### config.mk
export PLATFORM = sky130hd
export DESIGN_NAME = uart_fifo_register_block_core
export DESIGN_NICKNAME = d
export VERILOG_FILES = /design/src/rtl/ufrb_pkg.sv /design/src/rtl/ufrb_ram.sv /design/src/rtl/ufrb_ctrl.sv /design/src/rtl/uart_fifo_register_block_core.sv
export SDC_FILE = /design/constraint.sdc
export NUM_CORES = 1
export LEC_CHECK = 0
export ABC_AREA = 1
export BUFFER_PORTS_ARGS = -buffer_cell sky130_fd_sc_hd__buf_2
export CAP_MARGIN = 25
export CORE_MARGIN = 1
export CORE_UTILIZATION = 34
export CTS_BUF_LIST = sky130_fd_sc_hd__clkbuf_4 sky130_fd_sc_hd__clkbuf_8
export DETAILED_ROUTE_END_ITERATION = 8
export HOLD_SLACK_MARGIN = 0.08
export SETUP_SLACK_MARGIN = 0.1
export SLEW_MARGIN = 20
export SYNTH_ARGS = -nofsm -noshare
export SYNTH_HDL_FRONTEND = slang
export SYNTH_SLANG_ARGS = --single-unit
### constraint.sdc
create_clock -name clk -period 4.6 [get_ports clk]
set_input_delay 0.23 -clock clk [delete_from_list [all_inputs] [get_ports clk]]
set_output_delay 0.23 -clock clk [all_outputs]
set_load 0.02 [all_outputs]
### src/rtl/ufrb_pkg.sv
`default_nettype none
// ----------------------------------------------------------------------------
// ufrb_pkg
// Shared types and constants for the UART FIFO register block.
// ----------------------------------------------------------------------------
package ufrb_pkg;

    localparam int DEFAULT_FIFO_DEPTH = 16;

    // Event kinds on the command port
    typedef enum logic [1:0] {
        MODE_BUS_READ  = 2'd0,
        MODE_BUS_WRITE = 2'd1,
        MODE_LINE_RX   = 2'd2,
        MODE_TX_TAKE   = 2'd3
    } mode_t;

    // Register words
    localparam logic [1:0] REG_RX_DATA = 2'd0;
    localparam logic [1:0] REG_TX_DATA = 2'd1;
    localparam logic [1:0] REG_STATUS  = 2'd2;
    localparam logic [1:0] REG_CONTROL = 2'd3;

    // Status bit positions
    localparam int ST_PARITY   = 7;
    localparam int ST_FRAMING  = 6;
    localparam int ST_OVERRUN  = 5;
    localparam int ST_IRQ_EN   = 4;
    localparam int ST_TX_FULL  = 3;
    localparam int ST_TX_EMPTY = 2;
    localparam int ST_RX_FULL  = 1;
    localparam int ST_RX_VALID = 0;

    // Control bit positions
    localparam int CT_TX_RESET = 0;
    localparam int CT_RX_RESET = 1;
    localparam int CT_IRQ_EN   = 4;

    // Sticky error flag positions
    localparam int ERR_PARITY  = 2;
    localparam int ERR_FRAMING = 1;
    localparam int ERR_OVERRUN = 0;

    // Result control handed from the controller to the output mux
    typedef struct packed {
        logic       done;
        logic       rx_pop;
        logic       tx_pop;
        logic [7:0] reg_data;
        logic       irq;
    } rsp_t;

endpackage
`default_nettype wire

### src/rtl/ufrb_ram.sv
`default_nettype none
// ----------------------------------------------------------------------------
// ufrb_ram
// Generic single-clock RAM, one write port, one read port, registered read.
// ----------------------------------------------------------------------------
module ufrb_ram #(
    parameter int WIDTH = 8,
    parameter int DEPTH = 16,
    localparam int AW = (DEPTH > 1) ? $clog2(DEPTH) : 1
) (
    input  wire logic             clk,
    input  wire logic             we,
    input  wire logic [AW-1:0]    waddr,
    input  wire logic [WIDTH-1:0] wdata,
    input  wire logic             re,
    input  wire logic [AW-1:0]    raddr,
    output logic      [WIDTH-1:0] rdata
);

    logic [WIDTH-1:0] mem [DEPTH];

    always_ff @(posedge clk)
    begin
        if (we)
        begin
            mem[waddr] <= wdata;
        end
        if (re)
        begin
            rdata <= mem[raddr];
        end
    end

endmodule
`default_nettype wire

### src/rtl/ufrb_ctrl.sv
`default_nettype none
// ----------------------------------------------------------------------------
// ufrb_ctrl
// FIFO pointers, fill counts, flags; drives the FIFO RAM ports per event.
// ----------------------------------------------------------------------------
module ufrb_ctrl
    import ufrb_pkg::*;
#(
    parameter int FIFO_DEPTH = DEFAULT_FIFO_DEPTH,
    localparam int AW = (FIFO_DEPTH > 1) ? $clog2(FIFO_DEPTH) : 1,
    localparam int FW = $clog2(FIFO_DEPTH + 1)
) (
    input  wire logic          clk,
    input  wire logic          rst_n,
    input  wire logic          accept,
    input  wire logic [1:0]    mode,
    input  wire logic [1:0]    reg_index,
    input  wire logic [7:0]    write_data,
    input  wire logic          rx_parity_error,
    input  wire logic          rx_framing_error,
    // TX FIFO RAM
    output logic               tx_we,
    output logic [AW-1:0]      tx_waddr,
    output logic               tx_re,
    output logic [AW-1:0]      tx_raddr,
    // RX FIFO RAM
    output logic               rx_we,
    output logic [AW-1:0]      rx_waddr,
    output logic               rx_re,
    output logic [AW-1:0]      rx_raddr,
    output rsp_t               rsp
);

    localparam int SW = AW + 1;

    logic [AW-1:0] tx_head_reg, tx_head_next;
    logic [FW-1:0] tx_fill_reg, tx_fill_next;
    logic [AW-1:0] rx_head_reg, rx_head_next;
    logic [FW-1:0] rx_fill_reg, rx_fill_next;
    logic          irq_en_reg, irq_en_next;
    logic [2:0]    err_reg, err_next;
    rsp_t          rsp_reg, rsp_next;

    logic          tx_full, tx_empty, rx_full, rx_empty;
    logic [7:0]    status;
    logic [SW-1:0] tx_sum, rx_sum;
    logic [AW-1:0] tx_tail, rx_tail;
    mode_t         mode_e;

    function automatic logic [AW-1:0] ptr_inc(input logic [AW-1:0] p);
        return (p == AW'(FIFO_DEPTH - 1)) ? '0 : p + AW'(1);
    endfunction

    assign mode_e   = mode_t'(mode);
    assign tx_full  = (tx_fill_reg == FW'(FIFO_DEPTH));
    assign tx_empty = (tx_fill_reg == '0);
    assign rx_full  = (rx_fill_reg == FW'(FIFO_DEPTH));
    assign rx_empty = (rx_fill_reg == '0);

    // tail = (head + fill) mod depth; sum stays below twice the depth
    assign tx_sum  = SW'(tx_head_reg) + SW'(tx_fill_reg);
    assign rx_sum  = SW'(rx_head_reg) + SW'(rx_fill_reg);
    assign tx_tail = (tx_sum >= SW'(FIFO_DEPTH)) ? AW'(tx_sum - SW'(FIFO_DEPTH))
                                                 : AW'(tx_sum);
    assign rx_tail = (rx_sum >= SW'(FIFO_DEPTH)) ? AW'(rx_sum - SW'(FIFO_DEPTH))
                                                 : AW'(rx_sum);

    always_comb
    begin
        status              = '0;
        status[ST_PARITY]   = err_reg[ERR_PARITY];
        status[ST_FRAMING]  = err_reg[ERR_FRAMING];
        status[ST_OVERRUN]  = err_reg[ERR_OVERRUN];
        status[ST_IRQ_EN]   = irq_en_reg;
        status[ST_TX_FULL]  = tx_full;
        status[ST_TX_EMPTY] = tx_empty;
        status[ST_RX_FULL]  = rx_full;
        status[ST_RX_VALID] = !rx_empty;
    end

    always_comb
    begin
        tx_head_next = tx_head_reg;
        tx_fill_next = tx_fill_reg;
        rx_head_next = rx_head_reg;
        rx_fill_next = rx_fill_reg;
        irq_en_next  = irq_en_reg;
        err_next     = err_reg;
        tx_we        = 1'b0;
        tx_waddr     = tx_tail;
        tx_re        = 1'b0;
        tx_raddr     = tx_head_reg;
        rx_we        = 1'b0;
        rx_waddr     = rx_tail;
        rx_re        = 1'b0;
        rx_raddr     = rx_head_reg;
        rsp_next     = '0;

        if (accept)
        begin
            rsp_next.done = 1'b1;
            case (mode_e)
                MODE_BUS_READ:
                begin
                    if (reg_index == REG_RX_DATA && !rx_empty)
                    begin
                        rx_re           = 1'b1;
                        rsp_next.rx_pop = 1'b1;
                        rx_head_next    = ptr_inc(rx_head_reg);
                        rx_fill_next    = rx_fill_reg - FW'(1);
                    end
                    else if (reg_index == REG_STATUS)
                    begin
                        rsp_next.reg_data = status;
                        err_next          = '0;
                    end
                end
                MODE_BUS_WRITE:
                begin
                    if (reg_index == REG_TX_DATA && !tx_full)
                    begin
                        tx_we        = 1'b1;
                        tx_fill_next = tx_fill_reg + FW'(1);
                    end
                    else if (reg_index == REG_CONTROL)
                    begin
                        if (write_data[CT_TX_RESET])
                        begin
                            tx_head_next = '0;
                            tx_fill_next = '0;
                        end
                        if (write_data[CT_RX_RESET])
                        begin
                            rx_head_next = '0;
                            rx_fill_next = '0;
                        end
                        irq_en_next = write_data[CT_IRQ_EN];
                    end
                end
                MODE_LINE_RX:
                begin
                    err_next[ERR_PARITY]  = err_reg[ERR_PARITY] | rx_parity_error;
                    err_next[ERR_FRAMING] = err_reg[ERR_FRAMING] | rx_framing_error;
                    if (rx_full)
                    begin
                        err_next[ERR_OVERRUN] = 1'b1;
                    end
                    else
                    begin
                        rx_we        = 1'b1;
                        rx_fill_next = rx_fill_reg + FW'(1);
                    end
                end
                MODE_TX_TAKE:
                begin
                    if (!tx_empty)
                    begin
                        tx_re           = 1'b1;
                        rsp_next.tx_pop = 1'b1;
                        tx_head_next    = ptr_inc(tx_head_reg);
                        tx_fill_next    = tx_fill_reg - FW'(1);
                    end
                end
                default:
                begin
                end
            endcase
            rsp_next.irq = irq_en_next && (rx_fill_next != '0 || tx_fill_next == '0);
        end
    end

    always_ff @(posedge clk or negedge rst_n)
    begin
        if (!rst_n)
        begin
            tx_head_reg <= '0;
            tx_fill_reg <= '0;
            rx_head_reg <= '0;
            rx_fill_reg <= '0;
            irq_en_reg  <= 1'b0;
            err_reg     <= '0;
            rsp_reg     <= '0;
        end
        else
        begin
            tx_head_reg <= tx_head_next;
            tx_fill_reg <= tx_fill_next;
            rx_head_reg <= rx_head_next;
            rx_fill_reg <= rx_fill_next;
            irq_en_reg  <= irq_en_next;
            err_reg     <= err_next;
            rsp_reg     <= rsp_next;
        end
    end

    assign rsp = rsp_reg;

endmodule
`default_nettype wire

### src/rtl/uart_fifo_register_block_core.sv
`default_nettype none
// ----------------------------------------------------------------------------
// uart_fifo_register_block_core
// Register side of a lite UART: TX and RX FIFOs, status, control, interrupt.
// ----------------------------------------------------------------------------
// Usage:
//   Command port: drive mode/reg_index/write_data/rx_byte and the two rx
//   error bits, raise start. A word is taken on each clock edge where
//   start is high and busy is low. busy never rises: every event is one
//   FIFO push, one FIFO pop or one register access, so a new word may be
//   issued every cycle (one word per cycle sustained).
//   Result port: done pulses in the cycle after the word is taken,
//   with read_data, tx_byte, tx_valid and irq valid in that same cycle.
//   The receiver cannot stall; results must be sampled on the strobe.
//   Popped bytes come from the registered read of the FIFO RAMs.
//   A pop reads the RAM at the head; a push writes the RAM at the tail.
//   The pointers live in flops, so a push followed next cycle by a pop
//   of the same entry reads the freshly written data from the RAM.
//   Reset (rst_n low, async) clears pointers, fill counts, the interrupt
//   enable and the sticky error flags. The FIFO RAMs are not cleared; only
//   occupied entries are ever read.
// ----------------------------------------------------------------------------
module uart_fifo_register_block_core
    import ufrb_pkg::*;
#(
    parameter int FIFO_DEPTH = DEFAULT_FIFO_DEPTH
) (
    input  wire logic       clk,
    input  wire logic       rst_n,
    // Command port
    input  wire logic       start,
    output logic            busy,
    input  wire logic [1:0] mode,
    input  wire logic [1:0] reg_index,
    input  wire logic [7:0] write_data,
    input  wire logic [7:0] rx_byte,
    input  wire logic       rx_parity_error,
    input  wire logic       rx_framing_error,
    // Result port
    output logic            done,
    output logic [7:0]      read_data,
    output logic [7:0]      tx_byte,
    output logic            tx_valid,
    output logic            irq
);

    localparam int AW = (FIFO_DEPTH > 1) ? $clog2(FIFO_DEPTH) : 1;

    logic          accept;
    logic          tx_we, tx_re, rx_we, rx_re;
    logic [AW-1:0] tx_waddr, tx_raddr, rx_waddr, rx_raddr;
    logic [7:0]    tx_rdata, rx_rdata;
    rsp_t          rsp;

    // Every event is one push, pop or register access, nothing to hold off
    assign busy   = 1'b0;
    assign accept = start && !busy;

    ufrb_ctrl #(
        .FIFO_DEPTH (FIFO_DEPTH)
    ) u_ctrl (
        .clk              (clk),
        .rst_n            (rst_n),
        .accept           (accept),
        .mode             (mode),
        .reg_index        (reg_index),
        .write_data       (write_data),
        .rx_parity_error  (rx_parity_error),
        .rx_framing_error (rx_framing_error),
        .tx_we            (tx_we),
        .tx_waddr         (tx_waddr),
        .tx_re            (tx_re),
        .tx_raddr         (tx_raddr),
        .rx_we            (rx_we),
        .rx_waddr         (rx_waddr),
        .rx_re            (rx_re),
        .rx_raddr         (rx_raddr),
        .rsp              (rsp)
    );

    // TX FIFO storage: written by bus, read by transmitter
    ufrb_ram #(
        .WIDTH (8),
        .DEPTH (FIFO_DEPTH)
    ) u_tx_ram (
        .clk   (clk),
        .we    (tx_we),
        .waddr (tx_waddr),
        .wdata (write_data),
        .re    (tx_re),
        .raddr (tx_raddr),
        .rdata (tx_rdata)
    );

    // RX FIFO storage: written by line receiver, read by bus
    ufrb_ram #(
        .WIDTH (8),
        .DEPTH (FIFO_DEPTH)
    ) u_rx_ram (
        .clk   (clk),
        .we    (rx_we),
        .waddr (rx_waddr),
        .wdata (rx_byte),
        .re    (rx_re),
        .raddr (rx_raddr),
        .rdata (rx_rdata)
    );

    // Output mux: popped bytes come straight from the RAM read registers
    assign done      = rsp.done;
    assign read_data = rsp.rx_pop ? rx_rdata : rsp.reg_data;
    assign tx_byte   = rsp.tx_pop ? tx_rdata : 8'h00;
    assign tx_valid  = rsp.tx_pop;
    assign irq       = rsp.irq;

endmodule
`default_nettype wire

==> results of run 1 <==
[power groups by stage]
stage               Clock [uW]  Sequential [uW]  Combinational, uW
floorplan                    0             3330               1390
global placement             0             3500               1740
detailed placement           0             3510               1750
CTS                       2420             3450               1770
global route              2520             3480               1990
finish                    2360             3460               1770
[cell families after synthesis]
family                     count (synthesis)  synth area share (%)
xor gates and xnor gates                  10                0.6700
buffers and inverters                    115                 3.857
AOI/OAI and AO/OA                        202                 9.485
muxes                                     33                 2.603
other                                      1               0.02869
and+or+nand+nor                          389                 12.91
adders and majority gates                 14                 1.455
DFF                                      306                 68.99
[area by class of cell]
cell class / count / area share [%]
multi-input combinational: 649 / 23.85
tap: 511 / 4.292
inverter: 63 / 1.588
clock inverter: 16 / 0.7056
clock buffer: 74 / 5.955
timing repair buffer: 68 / 3.041
sequential: 306 / 60.57
[metrics by stage]
stage / total power [uW] / utilization (%) / hold slack, ps
floorplan: 4717 / - / -65.59
global placement: 5249 / 36.29 / 385.5
detailed placement: 5262 / 36.29 / 387.5
CTS: 7641 / 39.45 / 94.08
global route: 7989 / 39.45 / 188.1
finish: 7594 / 39.45 / 135.6
[worst min-delay path by stage]
stage                                        to  cells past startpoint
after global routing      u_ctrl.tx_fill_reg[4]                      5
after floorplan               u_ctrl.err_reg[0]                      0
after global placement            u_ctrl.rsp[9]                      1
after CTS                     u_ctrl.err_reg[2]                      4
after detailed placement          u_ctrl.rsp[9]                      1
final                         u_ctrl.err_reg[2]                      4
[placed cells by master (no fill, tap or decap), types with 3 or more instances in the layout]
master	n
edfxtp_1	272
nand2_1	155
nor2_1	137
o21ai_0	96
nand3_1	67
inv_1	54
clkbuf_8	53
buf_2	43
o221ai_1	33
a21oi_1	31
dfrtp_1	31
mux2i_1	25
clkbuf_4	21
dlygate4sd3_1	20
ha_1	12
nand4_1	11
o22ai_1	10
clkinv_1	9
a221oi_1	8
mux2_2	8
clkinv_2	7
o32ai_1	6
o211ai_1	6
inv_2	6
nor2_2	5
o21ai_1	5
xor2_1	5
xnor2_1	5
buf_4	5
nand3_2	4
dfrtp_2	3
[routing by layer]
| layer | wire length, microns | vias up | share of wire, % |
|---|---|---|---|
| met1 | 14660 | 4164 | 47 |
| met3 | 2024 | 44 | 6.4 |
| li1 | - | 4020 | - |
| met4 | 598 | 0 | 1.9 |
| met5 | 0 | - | 0 |
| met2 | 14180 | 308 | 45 |
[worst min-delay path: cells and delay by family]
family / cells / cell delay [ps]
AO/OA/AOI/OAI: 2 / 160
buffers and inverters: 1 / 220
AND/OR/NAND/NOR: 1 / 70
==> impl_metrics.json, run 1 <==
{
  "critPathKind": "flop to flop",
  "drv_cap": 0,
  "grt_pass1_wl_mm": 48.71,
  "post-route-drc-count": 0,
  "drv_slew": 0,
  "p_leak_uw": 0.005420,
  "switching_share_pct": 33.23,
  "fillers": 3598,
  "yosysWarnings": 0,
  "wl_mm": 31.46,
  "ctsResizeCount": 0,
  "tns_ps": 0,
  "initial_core_util_pct": 34.62,
  "synth_edf_count": 272,
  "use_met3_pct": 3.509,
  "grt_setup_unrepaired": "no",
  "die-width_microns": 198.1,
  "dp.cells": 1577,
  "worst-path-max-fanout": 38,
  "crit_arrival_ps": 3180,
  "clk_pin_slew_ps": 60,
  "synth_fp_nets": 1109,
  "grt_max_degree": 67,
  "avgSynthCellArea_sq_um": 12.22,
  "dr.pass1.iters": 5,
  "synthTopCellsByCount": "272 x edfxtp_1, 155 x nand2_1, 138 x nor2_1",
  "worst_r2r_path_depth": 5,
  "place_area_sq_mm": 0.01370,
  "gr-total-overflow": 0,
  "cp_top_family": "flip-flops",
  "nets": 1178,
  "post_cts_buffers": 0,
  "num_io_pins": 45,
  "synth_area_sq_mm": 0.01307,
  "cpMaxStageDelayCell": "dfrtp_2",
  "cts_max_level": 2,
  "critical_path.max_stage_delay_ps": 850,
  "p_comb_share_pct": 23.4,
  "drtIter0Drc": 728,
  "hold_class": "input pin to flop",
  "regArea_sq_mm": 0.009022,
  "ys_seq_elements": 306,
  "drt-wirelength-per-cell_microns": 18.65,
  "cts_hold_buffers": 20,
  "cts_tree": "built",
  "vdd_ir_drop_max_v": 0.0003518,
  "grt_pass1_vias": 8234,
  "top_usage_layer": "met2",
  "insertion_delay_ps": 600,
  "layout-drive-gt1-share_pct": 14.29,
  "pwr-share-seq_pct": 45.5,
  "global_route.usage.met1_pct": 23.46,
  "end_kind": "flop",
  "synthFlopType": "edfxtp_1",
  "reg2reg_slack_ps": 1620,
  "p_switching_uw": 2523,
  "synth_top_area_cell": "edfxtp_1",
  "p_int_uw": 5070,
  "io_buffers": 43,
  "r2r-end": "u_rx_ram.mem[12][3]",
  "crit_chain": "ha_1 -> fa_1 -> inv_1 -> nand3_1 -> nor2_1",
  "max_freq_mhz": 335.8,
  "cts_buffers": 51,
  "post-route-period-util_pct": 64.74,
  "stdcell_count": 1687,
  "syn_inst": 1070,
  "vias": 8536,
  "yosysMostFrequentCell": "edfxtp_1",
  "grt.total_usage_pct": 16.47,
  "status": "finished, final reports clean",
  "regToRegStartpoint": "u_ctrl.rx_raddr[0]",
  "critPathLaunchType": "flop",
  "synth_cell_types": 44,
  "critPathLaunch": "u_ctrl.rx_raddr[0]",
  "drtAntennaViolNets": 0,
  "multiInputGateArea_sq_mm": 0.003552,
  "netlist.area_leader.share_pct": 62.48,
  "synthTopCellsByArea": "edfxtp_1 62%, dfrtp_1 6.5%, nand2_1 4.5%",
  "hpwl_mm": 20.07,
  "antenna_found_initial": 0,
  "worstPathRequired_ps": 4800,
  "critPathCapture": "u_rx_ram.mem[12][3]",
  "stdcell_area_sq_mm": 0.01490,
  "viasPerCell": 5.060,
  "antennaDiodeCount": 0,
  "dieHeight_microns": 198.1,
  "cts_root_buf": "clkbuf_8",
  "finalHoldViolCount": 0,
  "setup_ws_ps": 1622,
  "setup_viol_count_final": 0,
  "finClkSkew_ps": 32.94,
  "coreArea_sq_mm": 0.03776,
  "place_congestion": 0.8346,
  "worstMarginPinSlew_ps": 877.1,
  "synth.yosys.seq_area_share_pct": 68.99,
  "power.share.clock_pct": 31.1,
  "clock_sinks": 306,
  "num_rows": 71,
  "worstSetupPathDepth": 5,
  "relSlewSlack_pct": 41.53,
  "pre_cts_slack_ps": 1621,
  "die-area_sq_mm": 0.03924,
  "p_per_area_mw_per_mm2": 509.8,
  "area_growth_pct": 13.94,
  "met2_usage_pct": 24.91,
  "period_needed_ps": 2978,
  "hold_start": "mode[0]",
  "async_flop_share_pct": 11.11,
  "clockBufferDepth": 3,
  "worst-path-buf-inv": 1
}
Power figures use the tool's default switching activity.
==> run 2, diff against run 1 <==
clock period = 3.1 ns   (was 4.6 ns; I/O delays follow)
==> impl_metrics.json, run 2 (synthesized netlist as in run 1, its figures left out) <==
{
  "vdd_ir_drop_max_v": 0.0006995,
  "hold_ws_ps": 129.3,
  "grt_pass1_vias": 8344,
  "period_needed_ps": 2649,
  "coreArea_sq_mm": 0.03776,
  "max_freq_mhz": 377.5,
  "whs_path_depth": 5,
  "die-width_microns": 198.1,
  "relSlewSlack_pct": 43.71,
  "drtAntennaViolNets": 0,
  "vias": 8662,
  "gr-total-overflow": 0,
  "drt-wirelength-per-cell_microns": 18.26,
  "worst_r2r_path_depth": 7,
  "drtIter0Drc": 791,
  "wl_mm": 31.44,
  "drv_cap": 0,
  "ctsResizeCount": 0,
  "p_leak_uw": 0.005564,
  "antennaDiodeCount": 0,
  "status": "finished, final reports clean",
  "hpwl_mm": 20.25,
  "grt_setup_unrepaired": "no",
  "place_congestion": 0.8508,
  "p_per_area_mw_per_mm2": 738.1,
  "crit_arrival_ps": 2880,
  "insertion_delay_ps": 600,
  "multiInputGateArea_sq_mm": 0.003550,
  "cts_buffers": 49,
  "grt_max_degree": 68,
  "setup_viol_count_final": 0,
  "regArea_sq_mm": 0.009022,
  "nets": 1215,
  "initial_core_util_pct": 34.62,
  "end_kind": "flop",
  "post-route-period-util_pct": 85.45,
  "worstMarginPinSlew_ps": 844.3,
  "clockBufferDepth": 3,
  "finalHoldViolCount": 0,
  "num_io_pins": 45,
  "hold_class": "input pin to flop",
  "grt.total_usage_pct": 16.43,
  "cts_max_level": 2,
  "layout-drive-gt1-share_pct": 15.94,
  "clock_sinks": 306,
  "finClkSkew_ps": 15.22,
  "io_buffers": 43,
  "layout_common_cells": "272 x edfxtp_1, 155 x nand2_1, 138 x nor2_1",
  "critPathLaunchType": "flop",
  "cts_root_buf": "clkbuf_8",
  "clk_pin_slew_ps": 60,
  "layout_commonest_cell": "edfxtp_1",
  "num_rows": 71,
  "worst-path-max-fanout": 8,
  "drv_slew": 0,
  "antenna_found_initial": 0,
  "post-route-drc-count": 0,
  "die-area_sq_mm": 0.03924,
  "cts_tree": "built",
  "worstPathRequired_ps": 3330,
  "viasPerCell": 5.030,
  "grt_pass1_wl_mm": 48.37,
  "design_power_total_uw": 11170,
  "critPathKind": "flop to flop",
  "dr.pass1.iters": 5,
  "fillers": 3579,
  "area_growth_pct": 15.73,
  "dieHeight_microns": 198.1,
  "tns_ps": 0
}
## run 2: cell types whose count changed in the layout (fill, tap and decap cells not counted), sizes merged
cell,before,now
buf,48,84
clkbuf,74,67
clkinv,16,17
clkinvlp,0,2
dlygate4sd3,20,23
## run 2: where the power goes
| group | internal (uW) | leakage (uW) | total [uW] | switching [uW] |
|---|---|---|---|---|
| logic | 927 | 0.00219 | 2940 | 2010 |
| registers | 4750 | 0.00289 | 4930 | 175 |
| clock network | 1770 | 0.000485 | 3300 | 1530 |
## run 2: per-stage QoR
stage               std cells  util (%)  setup slack (ps)  area [sq um]
floorplan                1070         -             946.6         13070
global placement         1613     37.00             591.9         13970
detailed placement       1613     37.00             472.8         13970
CTS                      1722     40.07             461.4         15130
global route             1722     40.07             217.9         15130
finish                   1722     40.07             451.2         15130
## run 2: routing by layer
layer  wire [microns]  GRT usage [%]  share of wire (%)
met1            14550          23.45                 46
met4              635          5.426                2.0
met3             2156          3.458                6.9
met2            14100          24.83                 45
met5                0              0                  0
## run 2: worst max-delay path, stage by stage (launching register included)
cell	delay (ps)
dfrtp_1	450
inv_1	130
ha_1	290
nand3_1	210
nand2_1	100
nor2_1	310
nand3_1	240
nor2_1	550
## run 2: final timing paths
kind	from	endpoint	slack, ps
min	reg_index[0]	u_ctrl.err_reg[0]	130
max reg2reg	u_ctrl.rx_fill_reg[0]	u_rx_ram.mem[3][0]	450
min reg2reg	u_ctrl.err_reg[1]	u_ctrl.rsp[7]	490
max in group asynchronous	rst_n	u_ctrl.rx_raddr[0]	2340
min in group asynchronous	rst_n	u_ctrl.tx_fill_reg[2]	190
max	u_ctrl.rx_fill_reg[0]	u_rx_ram.mem[3][0]	450
## run 2: cell type report
class                      count  share of cell area (%)
sequential                   306                   59.64
clock inverter                19                  0.7774
clock buffer                  67                   5.351
timing repair buffer         107                   4.979
tap                          511                   4.226
multi-input combinational    649                   23.46
inverter                      63                   1.563
## run 2: repair_timing
item,CTS,global route
endpoints found under the hold margin,304,0
buffers inserted,0,0
hold buffers,23,0
==> run 3, diff against run 2 <==
BUFFER_PORTS_ARGS = -buffer_cell sky130_fd_sc_hd__clkbuf_2   (was -buffer_cell sky130_fd_sc_hd__buf_2)
==> impl_metrics.json, run 3 (synthesized netlist as in run 1, its figures left out) <==
{
  "worstPathRequired_ps": 3340,
  "drv_slew": 0,
  "critPathLaunchType": "flop",
  "clockBufferDepth": 3,
  "end_kind": "flop",
  "grt.total_usage_pct": 16.59,
  "clk_pin_slew_ps": 60,
  "critPathKind": "flop to flop",
  "period_needed_ps": 2675,
  "post-route-period-util_pct": 86.30,
  "worstMarginPinSlew_ps": 896.5,
  "cts_max_level": 2,
  "num_rows": 71,
  "antennaDiodeCount": 0,
  "antenna_found_initial": 0,
  "p_per_area_mw_per_mm2": 759.6,
  "place_congestion": 0.8352,
  "post_cts_buffers": 0,
  "grt_setup_unrepaired": "no",
  "place_area_sq_mm": 0.01397,
  "vias": 8578,
  "fillers": 3564,
  "tns_ps": 0,
  "relSlewSlack_pct": 40.01,
  "nets": 1214,
  "max_freq_mhz": 373.8,
  "status": "finished, final reports clean",
  "dp.cells": 1611,
  "drtAntennaViolNets": 0,
  "hold_ws_ps": 60.84,
  "drv_cap": 0,
  "critPathLaunch": "u_ctrl.rx_fill_reg[0]",
  "post-route-drc-count": 0,
  "finClkSkew_ps": 25.34,
  "final_util_pct": 40.46,
  "num_io_pins": 45,
  "cts_root_buf": "clkbuf_8",
  "worst-path-max-fanout": 8,
  "wl_mm": 31.71,
  "grt_pass1_vias": 8285,
  "hpwl_mm": 19.82,
  "dr.pass1.iters": 5,
  "coreArea_sq_mm": 0.03776,
  "insertion_delay_ps": 610,
  "regToRegStartpoint": "u_ctrl.rx_fill_reg[0]",
  "stdcell_area_sq_mm": 0.01527,
  "viasPerCell": 4.976,
  "dieHeight_microns": 198.1,
  "io_buffers": 43,
  "cts_tree": "built",
  "finalHoldViolCount": 0,
  "stdcell_count": 1724,
  "cts_buffers": 51,
  "vdd_ir_drop_max_v": 0.0004841,
  "layout-drive-gt1-share_pct": 16.41,
  "layout_common_cells": "272 x edfxtp_1, 155 x nand2_1, 138 x nor2_1",
  "ctsResizeCount": 0,
  "drtIter0Drc": 783,
  "hold_class": "input pin to async pin",
  "drt-wirelength-per-cell_microns": 18.39,
  "grt_max_degree": 69,
  "initial_core_util_pct": 34.62,
  "area_growth_pct": 16.84,
  "layout_commonest_cell": "edfxtp_1",
  "die-width_microns": 198.1,
  "cts_hold_buffers": 21,
  "die-area_sq_mm": 0.03924,
  "p_leak_uw": 0.005629,
  "setup_viol_count_final": 0,
  "clock_sinks": 306,
  "grt_pass1_wl_mm": 48.69,
  "gr-total-overflow": 0,
  "crit_arrival_ps": 2920
}
==> run 3: path summary, 6_finish.rpt <==
| kind | endpoint | slack (ps) | cells past startpoint |
|---|---|---|---|
| max | u_rx_ram.mem[2][2] | 420 | 7 |
| min | u_ctrl.rx_fill_reg[3] | 60 | 2 |
| max reg2reg | u_rx_ram.mem[2][2] | 420 | 7 |
| min reg2reg | u_ctrl.rsp[8] | 500 | 2 |
| max in group asynchronous | u_ctrl.rsp[10] | 2540 | 3 |
| min in group clk | u_rx_ram.mem[0][2] | 120 | 1 |
==> run 3: layout make-up <==
type	count	area, sq um	share of cell area [%]
timing repair buffer	104	758.2	4.964
multi-input combinational	649	3550	23.24
inverter	63	236.5	1.548
sequential	306	9022	59.07
tap	511	639.4	4.186
clock inverter	19	202.7	1.327
clock buffer	72	865.8	5.668
==> run 3: worst max-delay path, stage by stage, from the launching register on <==
cell and delay, ps:
dfrtp_1 460, inv_1 130, ha_1 300, nand3_1 200, nand2_1 110, nor2_1 310, nand3_1 230, nor2_1 560
==> run 3: where the power goes <==
part	internal, uW	switching [uW]	leakage (uW)	total (uW)
sequential	4750	173	0.00289	4930
clock	2140	1610	0.000559	3740
combinational	926	2010	0.00218	2930
==> run 3: metal layers <==
layer | track usage [%] | part of all wire [%]
met5 | 0 | 0
met4 | 5.455 | 2.1
met3 | 4.275 | 7.6
met2 | 24.63 | 44
met1 | 23.54 | 46
==> run 3: metrics by stage <==
step	worst slack [ps]	power, uW
after global placement	567.2	7840
final	424.7	11600
after detailed placement	424.2	7897
after floorplan	946.6	7000
after CTS	397.4	11670
after global routing	171.8	12160
